`src/dsdd_pkg.sv`:
```
// ----------------------------------------------------------------------------
// dsdd_pkg
// Shared types, constants and segment tables for the decimal seven-segment
// digit driver.
// ----------------------------------------------------------------------------
package dsdd_pkg;

   localparam int unsigned VALUE_W = 14;

   localparam logic [VALUE_W-1:0] MAX_SHOWN  = 14'd9999;
   localparam logic [VALUE_W-1:0] WEIGHT_THOU = 14'd1000;
   localparam logic [VALUE_W-1:0] WEIGHT_HUND = 14'd100;
   localparam logic [VALUE_W-1:0] WEIGHT_TENS = 14'd10;

   typedef logic [3:0] bcd_type;
   typedef logic [2:0] place_type;
   typedef logic [7:0] pattern_type;

   localparam place_type PLACE_UNITS = 3'd1;
   localparam place_type PLACE_TENS  = 3'd2;
   localparam place_type PLACE_HUND  = 3'd3;
   localparam place_type PLACE_THOU  = 3'd4;

   typedef struct packed {
      bcd_type thou;
      bcd_type hund;
      bcd_type tens;
      bcd_type units;
   } digits_type;

   typedef struct packed {
      bcd_type            digit;
      logic [VALUE_W-1:0] rest;
   } split_type;

   // Pull one decimal digit of the given weight off the top of a value below
   // ten times that weight: nine parallel compares and a select.
   function automatic split_type split_digit(input logic [VALUE_W-1:0] v,
                                             input logic [VALUE_W-1:0] w);
      split_type r;
      r.digit = '0;
      r.rest  = v;
      for (int k = 1; k <= 9; k++) begin
         if (v >= VALUE_W'(w * k)) begin
            r.digit = bcd_type'(k);
            r.rest  = v - VALUE_W'(w * k);
         end
      end
      return r;
   endfunction

   // Segment bits for the first port.
   function automatic pattern_type seg_port_one(input bcd_type d);
      pattern_type p;
      case (d)
         4'd0:    p = 8'h00;
         4'd1:    p = 8'h90;
         4'd2:    p = 8'h40;
         4'd3:    p = 8'h00;
         4'd4:    p = 8'h90;
         4'd5:    p = 8'h20;
         4'd6:    p = 8'h30;
         4'd7:    p = 8'h80;
         4'd8:    p = 8'h00;
         default: p = 8'h00;
      endcase
      return p;
   endfunction

   // Segment bits for the second port.
   function automatic pattern_type seg_port_two(input bcd_type d);
      pattern_type p;
      case (d)
         4'd0:    p = 8'h04;
         4'd1:    p = 8'h07;
         4'd2:    p = 8'h02;
         4'd3:    p = 8'h03;
         4'd4:    p = 8'h79;
         4'd5:    p = 8'h79;
         4'd6:    p = 8'h78;
         4'd7:    p = 8'h07;
         4'd8:    p = 8'h00;
         default: p = 8'h79;
      endcase
      return p;
   endfunction

   // Digit enable mask on the second port.
   function automatic pattern_type place_mask(input place_type pl);
      pattern_type p;
      case (pl)
         PLACE_UNITS: p = 8'hC0;
         PLACE_TENS:  p = 8'hA0;
         PLACE_HUND:  p = 8'h88;
         PLACE_THOU:  p = 8'h90;
         default:     p = 8'hC0;
      endcase
      return p;
   endfunction

endpackage

```
`src/dsdd_digit_pipe.sv`:
```
// ----------------------------------------------------------------------------
// dsdd_digit_pipe
// Four-stage pipeline that clamps the value and splits it into thousands,
// hundreds, tens and units: clamp, thousands, hundreds, then tens and units.
// ----------------------------------------------------------------------------
module dsdd_digit_pipe (
   input  logic                         clock,
   input  logic                         reset,
   input  logic                         in_valid,
   output logic                         in_stall,
   input  logic [dsdd_pkg::VALUE_W-1:0] in_value,
   output logic                         out_valid,
   input  logic                         out_stall,
   output dsdd_pkg::digits_type         out_digits
);
   import dsdd_pkg::*;

   logic                 sat_valid_ff;
   logic [VALUE_W-1:0]   sat_value_ff;
   logic                 th_valid_ff;
   bcd_type              th_digit_ff;
   logic [9:0]           th_rest_ff;
   logic                 hu_valid_ff;
   bcd_type              hu_thou_ff;
   bcd_type              hu_hund_ff;
   logic [6:0]           hu_rest_ff;
   logic                 dg_valid_ff;
   digits_type           dg_digits_ff;

   logic                 sat_stall;
   logic                 th_stall;
   logic                 hu_stall;
   logic                 dg_stall;
   logic [VALUE_W-1:0]   sat_value_in;
   split_type            th_split;
   split_type            hu_split;
   split_type            tn_split;

   // Stall chain: a stage holds only while full and its successor holds.
   assign dg_stall  = dg_valid_ff  && out_stall;
   assign hu_stall  = hu_valid_ff  && dg_stall;
   assign th_stall  = th_valid_ff  && hu_stall;
   assign sat_stall = sat_valid_ff && th_stall;
   assign in_stall  = sat_stall;

   // Stage logic.
   always_comb begin
      sat_value_in = (in_value > MAX_SHOWN) ? MAX_SHOWN : in_value;
      th_split     = split_digit(sat_value_ff, WEIGHT_THOU);
      hu_split     = split_digit(VALUE_W'(th_rest_ff), WEIGHT_HUND);
      tn_split     = split_digit(VALUE_W'(hu_rest_ff), WEIGHT_TENS);
   end

   // Clamp stage.
   always_ff @(posedge clock) begin
      if (reset) begin
         sat_valid_ff <= 1'b0;
      end else if (!sat_stall) begin
         sat_valid_ff <= in_valid;
      end
      if (!sat_stall) begin
         sat_value_ff <= sat_value_in;
      end
   end

   // Thousands stage.
   always_ff @(posedge clock) begin
      if (reset) begin
         th_valid_ff <= 1'b0;
      end else if (!th_stall) begin
         th_valid_ff <= sat_valid_ff;
      end
      if (!th_stall) begin
         th_digit_ff <= th_split.digit;
         th_rest_ff  <= th_split.rest[9:0];
      end
   end

   // Hundreds stage.
   always_ff @(posedge clock) begin
      if (reset) begin
         hu_valid_ff <= 1'b0;
      end else if (!hu_stall) begin
         hu_valid_ff <= th_valid_ff;
      end
      if (!hu_stall) begin
         hu_thou_ff <= th_digit_ff;
         hu_hund_ff <= hu_split.digit;
         hu_rest_ff <= hu_split.rest[6:0];
      end
   end

   // Tens and units stage.
   always_ff @(posedge clock) begin
      if (reset) begin
         dg_valid_ff <= 1'b0;
      end else if (!dg_stall) begin
         dg_valid_ff <= hu_valid_ff;
      end
      if (!dg_stall) begin
         dg_digits_ff.thou  <= hu_thou_ff;
         dg_digits_ff.hund  <= hu_hund_ff;
         dg_digits_ff.tens  <= tn_split.digit;
         dg_digits_ff.units <= tn_split.rest[3:0];
      end
   end

   assign out_valid  = dg_valid_ff;
   assign out_digits = dg_digits_ff;

endmodule

```
`src/dsdd_serializer.sv`:
```
// ----------------------------------------------------------------------------
// dsdd_serializer
// Holds one split value and sends its shown digits, most significant first,
// one word per cycle when not stalled, port patterns looked up per digit.
// ----------------------------------------------------------------------------
module dsdd_serializer (
   input  logic                  clock,
   input  logic                  reset,
   input  logic                  in_valid,
   output logic                  in_stall,
   input  dsdd_pkg::digits_type  in_digits,
   output logic                  rsp_valid,
   input  logic                  rsp_stall,
   output dsdd_pkg::place_type   rsp_position,
   output dsdd_pkg::pattern_type rsp_port_one_pattern,
   output dsdd_pkg::pattern_type rsp_port_two_pattern,
   output logic                  rsp_last
);
   import dsdd_pkg::*;

   logic       valid_ff;
   logic       valid_in;
   digits_type digits_ff;
   place_type  place_ff;
   place_type  place_in;
   place_type  shown;
   bcd_type    cur_digit;
   logic       is_last;
   logic       done;
   logic       load;

   // Count shown places: leading zeros blank, units always shown.
   always_comb begin
      if (in_digits.thou != 4'd0) begin
         shown = PLACE_THOU;
      end else if (in_digits.hund != 4'd0) begin
         shown = PLACE_HUND;
      end else if (in_digits.tens != 4'd0) begin
         shown = PLACE_TENS;
      end else begin
         shown = PLACE_UNITS;
      end
   end

   // Pick the digit on show.
   always_comb begin
      case (place_ff)
         PLACE_THOU:  cur_digit = digits_ff.thou;
         PLACE_HUND:  cur_digit = digits_ff.hund;
         PLACE_TENS:  cur_digit = digits_ff.tens;
         PLACE_UNITS: cur_digit = digits_ff.units;
         default:     cur_digit = digits_ff.units;
      endcase
   end

   assign is_last  = (place_ff == PLACE_UNITS);
   assign done     = valid_ff && !rsp_stall && is_last;
   assign in_stall = valid_ff && !done;
   assign load     = in_valid && !in_stall;

   // Advance the place, or take the next value as the last word leaves.
   always_comb begin
      valid_in = valid_ff;
      place_in = place_ff;
      if (load) begin
         valid_in = 1'b1;
         place_in = shown;
      end else if (done) begin
         valid_in = 1'b0;
      end else if (valid_ff && !rsp_stall) begin
         place_in = place_ff - 3'd1;
      end
   end

   always_ff @(posedge clock) begin
      if (reset) begin
         valid_ff <= 1'b0;
      end else begin
         valid_ff <= valid_in;
      end
      place_ff <= place_in;
      if (load) begin
         digits_ff <= in_digits;
      end
   end

   assign rsp_valid            = valid_ff;
   assign rsp_position         = place_ff;
   assign rsp_port_one_pattern = seg_port_one(cur_digit);
   assign rsp_port_two_pattern = place_mask(place_ff) | seg_port_two(cur_digit);
   assign rsp_last             = is_last;

endmodule

```
`src/decimal_seven_segment_digit_driver.sv`:
```
// ----------------------------------------------------------------------------
// decimal_seven_segment_digit_driver
// Splits a value into four decimal digits and sends one display word per
// shown digit, leading zeros blanked.
// ----------------------------------------------------------------------------
// Usage:
//   req_ carries one value (0..9999; larger values show as 9999). rsp_ returns
//   one word per shown digit, thousands first, ending with the units digit,
//   which has rsp_last set. Zero shows a single digit.
//   Both channels move a word at an edge where valid is high and stall low.
// Path: the clamp stage loads at the accepting edge, then the thousands,
//   hundreds and tens/units stages, then the output stage presents the
//   first word of the value.
// Throughput: the output stage sends one digit per cycle while rsp_stall is
//   low, one word per shown digit of a value; a new value is taken
//   in the cycle its predecessor's last word leaves, and the split pipeline
//   keeps taking values while the output stage is busy until it fills.
// Reset: synchronous, clears all valid bits; nothing is held across it.
// Stall: rsp_stall freezes the word on show and backs up the pipeline
//   stage by stage; req_stall rises once the first stage is full and held.
// ----------------------------------------------------------------------------
module decimal_seven_segment_digit_driver (
   input  logic                         clock,
   input  logic                         reset,
   input  logic                         req_valid,
   output logic                         req_stall,
   input  logic [dsdd_pkg::VALUE_W-1:0] req_value,
   output logic                         rsp_valid,
   input  logic                         rsp_stall,
   output logic [2:0]                   rsp_position,
   output logic [7:0]                   rsp_port_one_pattern,
   output logic [7:0]                   rsp_port_two_pattern,
   output logic                         rsp_last
);
   import dsdd_pkg::*;

   logic       dig_valid;
   logic       dig_stall;
   digits_type dig_digits;

   // Split the value into decimal digits.
   dsdd_digit_pipe u_pipe (
      .clock      (clock),
      .reset      (reset),
      .in_valid   (req_valid),
      .in_stall   (req_stall),
      .in_value   (req_value),
      .out_valid  (dig_valid),
      .out_stall  (dig_stall),
      .out_digits (dig_digits)
   );

   // Send the shown digits one word at a time.
   dsdd_serializer u_ser (
      .clock                (clock),
      .reset                (reset),
      .in_valid             (dig_valid),
      .in_stall             (dig_stall),
      .in_digits            (dig_digits),
      .rsp_valid            (rsp_valid),
      .rsp_stall            (rsp_stall),
      .rsp_position         (rsp_position),
      .rsp_port_one_pattern (rsp_port_one_pattern),
      .rsp_port_two_pattern (rsp_port_two_pattern),
      .rsp_last             (rsp_last)
   );

endmodule

```
`config.mk`:
```
export PLATFORM = sky130hd
export DESIGN_NAME = decimal_seven_segment_digit_driver
export DESIGN_NICKNAME = d
export VERILOG_FILES = /design/src/dsdd_pkg.sv /design/src/dsdd_digit_pipe.sv /design/src/dsdd_serializer.sv /design/src/decimal_seven_segment_digit_driver.sv
export SDC_FILE = /design/constraint.sdc
export NUM_CORES = 1
export LEC_CHECK = 0
export BUFFER_PORTS_ARGS = -buffer_cell sky130_fd_sc_hd__buf_2
export CELL_PAD_IN_SITES_DETAIL_PLACEMENT = 1
export CELL_PAD_IN_SITES_GLOBAL_PLACEMENT = 1
export CORE_ASPECT_RATIO = 0.7
export CORE_MARGIN = 2
export CORE_UTILIZATION = 52
export DETAILED_ROUTE_END_ITERATION = 8
export GPL_TIMING_DRIVEN = 0
export PLACE_DENSITY = 0.95
export SLEW_MARGIN = 5
export SYNTH_ARGS = -nofsm -noshare
export SYNTH_HDL_FRONTEND = slang
export SYNTH_HIERARCHICAL = 1
export SYNTH_SLANG_ARGS = --single-unit
```
`constraint.sdc`:
```
create_clock -name clock -period 6.85 [get_ports clock]
set_clock_uncertainty 0.05 [all_clocks]
set_input_delay 1.0275 -clock clock [delete_from_list [all_inputs] [get_ports clock]]
set_output_delay 1.0275 -clock clock [all_outputs]
set_load 0.005 [all_outputs]
```
**Word level (Yosys, flattened, before mapping)**

Memories as Yosys holds them, arrays and structs flattened.
Index checks and enable logic that the tools add are counted.

- Bits in registers: 83
- Memory bits (read-only): 176
- Input port bits: 18
- Word-level logic and storage cells: 144
- Memories kept: 2

Memories:

| memory | depth | width | rd ports | clocked after Yosys merged registers in | write ports | RTL line | RTL |
|---|---|---|---|---|---|---|---|
| (no name shown) | 16 | 7 | 1 | 0 | 0 | dsdd_pkg.sv:73 | `case (d)` |
| (no name shown) | 16 | 4 | 1 | 0 | 0 | dsdd_pkg.sv:55 | `case (d)` |

- Add/subtract/negate cells: 28
- Order comparisons: 28
- Eq/ne operators: 5
- Mux-type cells: 37
- Bitwise gates (word level): 1
- Reduce and logical (&&, ||, !) cells: 20

Operator list:

| operator | number |
|---|---|
| $mux 17 | 12 |
| $mux 16 | 6 |
| $mux 15 | 6 |
| $ge 14x13->1 const B | 4 |
| $sub 14x13->14 const B | 4 |
| $ge 10x10->1 const B | 4 |
| $sub 10x10->11 const B | 3 |
| $sub 10x9->11 const B | 3 |
| $ge 10x9->1 const B | 3 |
| $ge 14x12->1 const B | 2 |
| $sub 14x12->14 const B | 2 |
| $sub 7x6->8 const B | 3 |
| $ge 7x6->1 const B | 3 |
| $ge 7x7->1 const B | 3 |
| $pmux 7 s3 | 1 |
| $sub 7x5->8 const B | 2 |
| $sub 7x7->8 const B | 2 |
| $mux 3 | 5 |
| $ge 14x10->1 const B | 1 |
| $ge 14x11->1 const B | 1 |
| $ge 14x14->1 const B | 1 |
| $ge 7x5->1 const B | 2 |
| $gt 14x14->1 const B | 1 |
| $sub 14x10->14 const B | 1 |
| other kinds (28) | 44 |

**Depth between registers and ports, before layout**

Gate-level depths: netlist of run 1.

- Word-level depth: 10
- Gate-level depth with buffers: 12
- Depth with buffers taken out: 10

**By module**

Netlist of run 1, hierarchy kept.

By module, submodules not included:

| module | times used | cells an instance | area an instance (sq um) | seq. area each (sq um) |
|---|---|---|---|---|
| dsdd_digit_pipe | 1 | 537 | 4929.7 | 1851.8 |
| dsdd_serializer | 1 | 103 | 1163.6 | 590.6 |

**Worst setup path after synthesis of run 1**

No wires, ideal clock.

- Kind: reg2reg
- From: register u_pipe.sat_value_ff[6]
- To: register u_pipe.th_rest_ff[7] (data pin)
- Setup time: 265 ps
- Data arrival time: 2812 ps
- Required time: 6535 ps
- Setup slack: 3723 ps
- Stages on the path, launching flop included: 12
- Path through: edfxtp_1 > clkbuf_1 > inv_1 > ha_1 > a31oi_1 > o211ai_1 > a31o_2 > a211o_1 > a41oi_1 > o221ai_1 > mux2i_1 > or3_1

RTL lines:

| what | RTL line | RTL |
|---|---|---|
| from (decl) | dsdd_digit_pipe.sv:19 | `logic [VALUE_W-1:0] sat_value_ff;` |
| from (signal assigned) | dsdd_digit_pipe.sv:62 | `sat_value_ff <= sat_value_in;` |
| to (signal assigned) | dsdd_digit_pipe.sv:75 | `th_rest_ff <= th_split.rest[9:0];` |
| to (decl) | dsdd_digit_pipe.sv:22 | `logic [9:0] th_rest_ff;` |

==> flow_metrics.env, run 1 <==
export IMPL_cts_tree="built"
export IMPL_critPathLaunchType="register"
export IMPL_timing_max_cap_violations=0
export IMPL_syn_cell_area_um2=6093
export IMPL_routed_via_density=6.479
export IMPL_yosysTopAreaCell="edfxtp_1"
export IMPL_setup_tns_ps=0
export IMPL_crit_required_ps=6890
export IMPL_numCtsBuffers=9
export IMPL_max_freq_mhz=245.9
export IMPL_fp_row_count=33
export IMPL_dp_hpwl_mm=14.32
export IMPL_fp_dieW_um=133.4
export IMPL_path_cells="clkbuf_1 -> inv_1 -> ha_1 -> a31oi_1 -> o211ai_1 -> a31o_2 -> a211o_1 -> a41oi_1 -> o221ai_1 -> mux2i_1 -> or3_1"
export IMPL_coreArea_um2=11560
export IMPL_ys_top_cells_by_area="edfxtp_1, ha_1, a21oi_1"
export IMPL_postSynthCellCount=640
export IMPL_setup_viol=0
export IMPL_vias=5507
export IMPL_report_final_slew_viol_count=0
export IMPL_die_h_um=94.57
export IMPL_path_class="register to register"
export IMPL_drcViolationCount=0
export IMPL_nNetsFinal=760
export IMPL_place_gp_congestion=1.041
export IMPL_clock_latency_ps=340
export IMPL_drive_gt1_share_pct=11.26
export IMPL_synthToLayoutAreaGrowth_pct=10.94
export IMPL_async_flop_share_pct=0
export IMPL_ys_types=78
export IMPL_cp_max_fo=10
export IMPL_timing_final_crit_share_pct=59.36
export IMPL_synth_edf_count=78
export IMPL_htree_levels=3
export IMPL_ys_warn_count=6
export IMPL_met3_usage_pct=6.388
export IMPL_portBuffers=34
export IMPL_overflow=0
export IMPL_grt_busiest_layer="met2"
export IMPL_clock_sinks=83
export IMPL_post_drt_wl_per_cell_um=22.14
export IMPL_maxSlewHeadroom_pct=43.04
export IMPL_end_kind="register"
export IMPL_routed_wl_mm=18.82
export IMPL_path_clk_slew_ps=70
export IMPL_pre_cts_ws_ps=2941
export IMPL_ant_nets=0
export IMPL_p_per_area_nw_per_um2=284.1
export IMPL_synth_seq_cells=83
export IMPL_p_leak_uw=0.002735
export IMPL_fin_ws_ps=2784
export IMPL_grt_use_met2_pct=51.20
export IMPL_max_stage_delay_ps=580
export IMPL_grt_util_met1_pct=40.39
export IMPL_root_buffer="clkbuf_16"
export IMPL_post_synth_top_area_fraction_pct=38.44
export IMPL_hold_path_class="register to register"
export IMPL_start_util_pct=52.71
export IMPL_hold_buffers=0
export IMPL_worst_pin_slew_ps=852.1
export IMPL_status="complete, no violations"
export IMPL_grt_pass1_wl_mm=29.92
export IMPL_synth_ff_type="edfxtp_1"
export IMPL_drt_first_pass_iters=5
export IMPL_hold_viol=0
export IMPL_mostFrequentLayoutCells="edfxtp_1, ha_1, nor2_1, a21oi_1, nand2_1"
export IMPL_grt_pass1_vias=5644
export IMPL_slowest_stage="edfxtp_1"
export IMPL_final_common_cell="edfxtp_1"
export IMPL_arrival_ps=4100
export IMPL_io_pins=40
export IMPL_post_cts_setup_buffer_count=0
export IMPL_dieArea_um2=12610
export IMPL_antenna_found_initial=0
export IMPL_irDropWorstVdd_mv=0.1623
export IMPL_grt_max_degree=20
export IMPL_cts_resized=0
export IMPL_antenna_cells=0
export IMPL_first_iter_violations=495
export IMPL_track_usage_pct=30.60
export IMPL_rsz0062_at_grt="no"
export IMPL_seq_area_frac_synth_pct=40.08
export IMPL_post_route_min_period_ps=4066
export IMPL_clockBufferDepth=2
export IMPL_postSynthAreaPerCell_um2=9.521
==> metal layers <==
| layer | share of wire (%) | vias to the layer above |
|---|---|---|
| met5 | 0 | - |
| met4 | 1.8 | 0 |
| met1 | 43 | 2673 |
| met3 | 8.3 | 44 |
| met2 | 47 | 290 |
| li1 | - | 2500 |
==> path summary, 6_finish.rpt <==
| path | end | depth (start not counted) | start | slack, ps |
|---|---|---|---|---|
| hold / removal | u_pipe/out_digits[11] | 0 | u_pipe/hu_hund_ff[3] | 380 |
| setup / recovery | u_pipe/th_rest_ff[7] | 11 | u_pipe/sat_value_ff[6] | 2780 |
| setup reg to reg | u_pipe/th_rest_ff[7] | 11 | u_pipe/sat_value_ff[6] | 2780 |
| hold reg to reg | u_pipe/out_digits[11] | 0 | u_pipe/hu_hund_ff[3] | 380 |
==> cells by family (layout without fill, tap and decap cells) <==
kind of cell	count (synthesis)	in the layout	synth area share [%]
AOI/OAI and AO/OA	200	200	23.10
muxes	6	6	0.9857
and+or+nand+nor	212	212	17.82
DFF	83	83	40.08
adders and majority gates	54	54	11.09
buffers and inverters	71	121	5.072
other	2	5	0.1232
xor gates and xnor gates	12	12	1.725
==> report_power, final <==
part | total (uW) | internal [uW] | switching, uW | leakage [uW]
Sequential | 735 | 667 | 67.8 | 0.000837
Combinational | 714 | 251 | 464 | 0.00176
Clock | 471 | 255 | 216 | 0.000137
==> sequential cells by signal, indices dropped and copies added (netlist names) <==
register	cells
u_ser/digits_ff	16
u_pipe/hu_valid_ff	1
u_pipe/sat_valid_ff	1
u_pipe/out_valid	1
u_pipe/th_valid_ff	1
u_pipe/th_rest_ff	10
u_pipe/hu_thou_ff	4
u_ser/rsp_valid	1
u_pipe/hu_hund_ff	4
u_pipe/sat_value_ff	14
u_ser/rsp_position	3
u_pipe/hu_rest_ff	7
u_pipe/th_digit_ff	4
u_pipe/out_digits	16
==> final cells by class <==
| type | instances | area [um^2] |
|---|---|---|
| plain buffers | 30 | 155.1 |
| clock buffers | 9 | 225.2 |
| clock inverters | 7 | 63.81 |
| fillers | 1338 | 4801 |
| inverters | 41 | 153.9 |
| multi-input cells | 489 | 3353 |
| flip-flops and latches | 83 | 2442 |
| well taps | 157 | 196.4 |
| repair buffers | 34 | 170.2 |
==> stage by stage <==
stage	hold WS (ps)	std cells	instance area (um^2)	power [uW]	utilization, %
6_report	379.1	850	6760	1920	58.47
5_1_grt	380.5	850	6760	2015	58.47
3_5_place_dp	359.9	834	6471	1426	55.97
3_3_place_gp	355.1	834	6471	1344	55.97
4_1_cts	381.6	850	6760	1905	58.47
2_1_floorplan	350.3	643	6105	1199	-
==> cell usage after synthesis, types with 6 or more instances <==
cell type and n:
a211oi_1 7, a21o_1 9, a21oi_1 44, a221o_1 7, a31oi_1 18, and2_1 11, and3_1 7, clkbuf_1 21
edfxtp_1 78, ha_1 54, inv_1 39, mux2i_1 6, nand2_1 43, nand2b_1 14, nand3_1 21, nor2_1 53
nor2b_1 8, nor3_1 20, o211ai_1 10, o21ai_0 28, o22ai_1 6, o31ai_1 9, xnor2_1 12
==> critical path: cells and delay by family (launching register included) <==
kind            cells  cell delay (ps)
compound gates      6             1480
simple gates        1              380
buf+inv             2              810
mux                 1              150
fa+ha+maj           1              360
flops               1              580
Power figures use the tool's default switching activity.
==> run 2, diff against run 1 <==
--- a/config.mk
+++ b/config.mk
@@ -10,10 +10,10 @@
 export CELL_PAD_IN_SITES_GLOBAL_PLACEMENT = 1
 export CORE_ASPECT_RATIO = 0.7
 export CORE_MARGIN = 2
-export CORE_UTILIZATION = 52
+export CORE_UTILIZATION = 44
 export DETAILED_ROUTE_END_ITERATION = 8
 export GPL_TIMING_DRIVEN = 0
-export PLACE_DENSITY = 0.95
+export PLACE_DENSITY = 0.89
 export SLEW_MARGIN = 5
 export SYNTH_ARGS = -nofsm -noshare
 export SYNTH_HDL_FRONTEND = slang
==> constraint.sdc (replaced) <==
create_clock -name clock -period 3.43 [get_ports clock]
set_clock_uncertainty 0.05 [all_clocks]
set_input_delay 0.5145 -clock clock [delete_from_list [all_inputs] [get_ports clock]]
set_output_delay 0.5145 -clock clock [all_outputs]
set_load 0.005 [all_outputs]
==> run 2 against run 1 <==
Register-to-register slack got worse by 2700 ps. First-iteration DRC count increased by 27%. Critical path type unchanged. Sequential power is 100% higher. Global-route usage is 3.0 points lower. Largest cell class unchanged. Wire length increased by 4.7%. Largest power group unchanged. Power increased by 100%. Clock power is 110% higher.
==> flow_metrics.env, run 2 (synthesis gave the netlist of run 1 again) <==
export IMPL_status="complete, no violations"
export IMPL_track_usage_pct=27.56
export IMPL_first_iter_violations=631
export IMPL_finalPower_uw=3926
export IMPL_coreArea_um2=13360
export IMPL_root_buffer="clkbuf_16"
export IMPL_place_gp_congestion=0.9461
export IMPL_max_freq_mhz=297.8
export IMPL_grt_pass1_wl_mm=31.25
export IMPL_hp_start="req_valid"
export IMPL_design_area_um2=7024
export IMPL_critPathLaunchType="register"
export IMPL_fin_ws_ps=72.45
export IMPL_overflow=0
export IMPL_maxSlewHeadroom_pct=48.94
export IMPL_vias=5592
export IMPL_fillerInstances=1530
export IMPL_routed_via_density=6.276
export IMPL_reg2reg_depth=11
export IMPL_crit_path_frequent_cell="a221o_1"
export IMPL_slowest_stage="or4b_1"
export IMPL_ant_nets=0
export IMPL_dieArea_um2=14820
export IMPL_nNetsFinal=773
export IMPL_p_per_area_nw_per_um2=558.9
export IMPL_synthToLayoutAreaGrowth_pct=15.28
export IMPL_arrival_ps=3530
export IMPL_die_h_um=102.5
export IMPL_whs_path_depth=3
export IMPL_cts_tree="built"
export IMPL_cp_top_family="compound AO/OA/AOI/OAI gates"
export IMPL_end_kind="register"
export IMPL_timing_max_cap_violations=0
export IMPL_grt_pass1_vias=5608
export IMPL_mostFrequentLayoutCells="edfxtp_1, nor2_1, ha_1, nand2_1, a21oi_1"
export IMPL_crit_required_ps=3600
export IMPL_ff2ff_setup_slack_ps=70
export IMPL_start_util_pct=45.62
export IMPL_drcViolationCount=0
export IMPL_clock_latency_ps=350
export IMPL_r2r_end="u_pipe/hu_rest_ff[5]"
export IMPL_p_leak_uw=0.002822
export IMPL_whs_ps=356.9
export IMPL_path_clk_slew_ps=70
export IMPL_grt_max_degree=20
export IMPL_dpl_cell_area_um2=6506
export IMPL_dp_hpwl_mm=14.03
export IMPL_antenna_found_initial=0
export IMPL_crit_buf_inv=3
export IMPL_report_final_slew_viol_count=0
export IMPL_post_route_min_period_ps=3358
export IMPL_drive_gt1_share_pct=15.44
export IMPL_clock_sinks=83
export IMPL_htree_levels=3
export IMPL_worstReg2RegStart="u_pipe/th_rest_ff[4]"
export IMPL_setup_viol=0
export IMPL_numCtsBuffers=9
export IMPL_max_stage_delay_ps=440
export IMPL_pre_cts_ws_ps=-520.7
export IMPL_cp_max_fo=8
export IMPL_irDropWorstVdd_mv=0.3743
export IMPL_antenna_cells=0
export IMPL_routed_wl_mm=19.70
export IMPL_hold_path_class="input port to register"
export IMPL_path_class="register to register"
export IMPL_drt_first_pass_iters=5
export IMPL_hold_path_end="u_pipe/sat_valid_ff"
export IMPL_hold_viol=0
export IMPL_path_cells="clkbuf_2 -> inv_4 -> ha_1 -> or4b_1 -> o211a_1 -> or3b_1 -> a31oi_1 -> inv_1 -> a221o_1 -> a221o_1 -> nand2_1"
export IMPL_fp_row_count=35
export IMPL_io_pins=40
export IMPL_fp_dieW_um=144.7
export IMPL_clockBufferDepth=2
export IMPL_portBuffers=34
export IMPL_post_drt_wl_per_cell_um=22.11
export IMPL_final_common_cell="edfxtp_1"
export IMPL_timing_final_crit_share_pct=97.89
export IMPL_worst_pin_slew_ps=764.0
==> run 2: changes by cell type in the layout (fill, tap and decap cells not counted), moves of 2 or more <==
cell        before  now
inv_1           39   35
clkbuf_2         0    4
nand3_1         21   19
a221oi_2         2    0
clkbuf_1        21   15
clkinvlp_4       2    5
nand3_2          0    2
a221oi_4         0    2
buf_4            5   18
==> run 2: worst max path at each step <==
| stage | from | to | slack [ps] | cells past startpoint |
|---|---|---|---|---|
| floorplan | u_pipe/sat_value_ff[6] | u_pipe/th_rest_ff[7] | 300 | 11 |
| global placement | u_pipe/sat_value_ff[6] | u_pipe/th_rest_ff[7] | -400 | 11 |
| detailed placement | u_pipe/sat_value_ff[6] | u_pipe/th_rest_ff[7] | -520 | 11 |
| CTS | u_pipe/sat_value_ff[5] | u_pipe/th_rest_ff[7] | 30 | 11 |
| global route | u_ser/rsp_position[0] | rsp_port_two_pattern[4] | -70 | 11 |
| finish | u_pipe/th_rest_ff[4] | u_pipe/hu_rest_ff[5] | 70 | 11 |
==> run 2: metrics by stage <==
step	std cells	TNS [ps]	utilization, %
4_1_cts	885	0	51.80
6_report	891	0	52.59
5_1_grt	891	-232.7	52.59
2_1_floorplan	643	0	-
3_3_place_gp	862	-430.8	48.71
3_5_place_dp	862	-1045	48.71
==> run 2: layer usage <==
metal	part of all wire [%]	up-vias	GRT usage, %
li1	-	2520	-
met1	45	2786	38.82
met2	47	252	45.13
met3	6.2	34	3.327
met4	1.6	0	7.842
met5	0	-	0
==> run 2: where the power goes <==
part	internal [uW]	switching (uW)	total, uW
Clock	575	427	1000
Sequential	1330	145	1480
Combinational	527	918	1450
==> run 2: final cells by class <==
type | count | area (um^2) | area share, %
Tap cell | 185 | 231.5 | 3.295
Timing Repair Buffer | 47 | 267.8 | 3.812
Buffer | 30 | 171.4 | 2.440
Sequential cell | 83 | 2442 | 34.77
Inverter | 41 | 167.7 | 2.387
Clock buffer | 9 | 225.2 | 3.206
Clock inverter | 7 | 82.58 | 1.176
Multi-Input combinational cell | 489 | 3436 | 48.91
==> run 2: worst reg2reg max path: cells and delay by family (launching register included) <==
| kind | cells | cell delay, ps |
|---|---|---|
| simple gates | 3 | 880 |
| flops | 1 | 400 |
| compound gates | 4 | 1200 |
| buf+inv | 3 | 470 |
| fa+ha+maj | 1 | 220 |
==> run 2: timing repair <==
action / in CTS / in global routing
hold buffers: 0 / 0
buffers inserted: 7 / 6
hold endpoints to repair: 0 / 0
pin swaps: 0 / 2
setup endpoints to repair: 10 / 17
gates resized for setup: 14 / 16
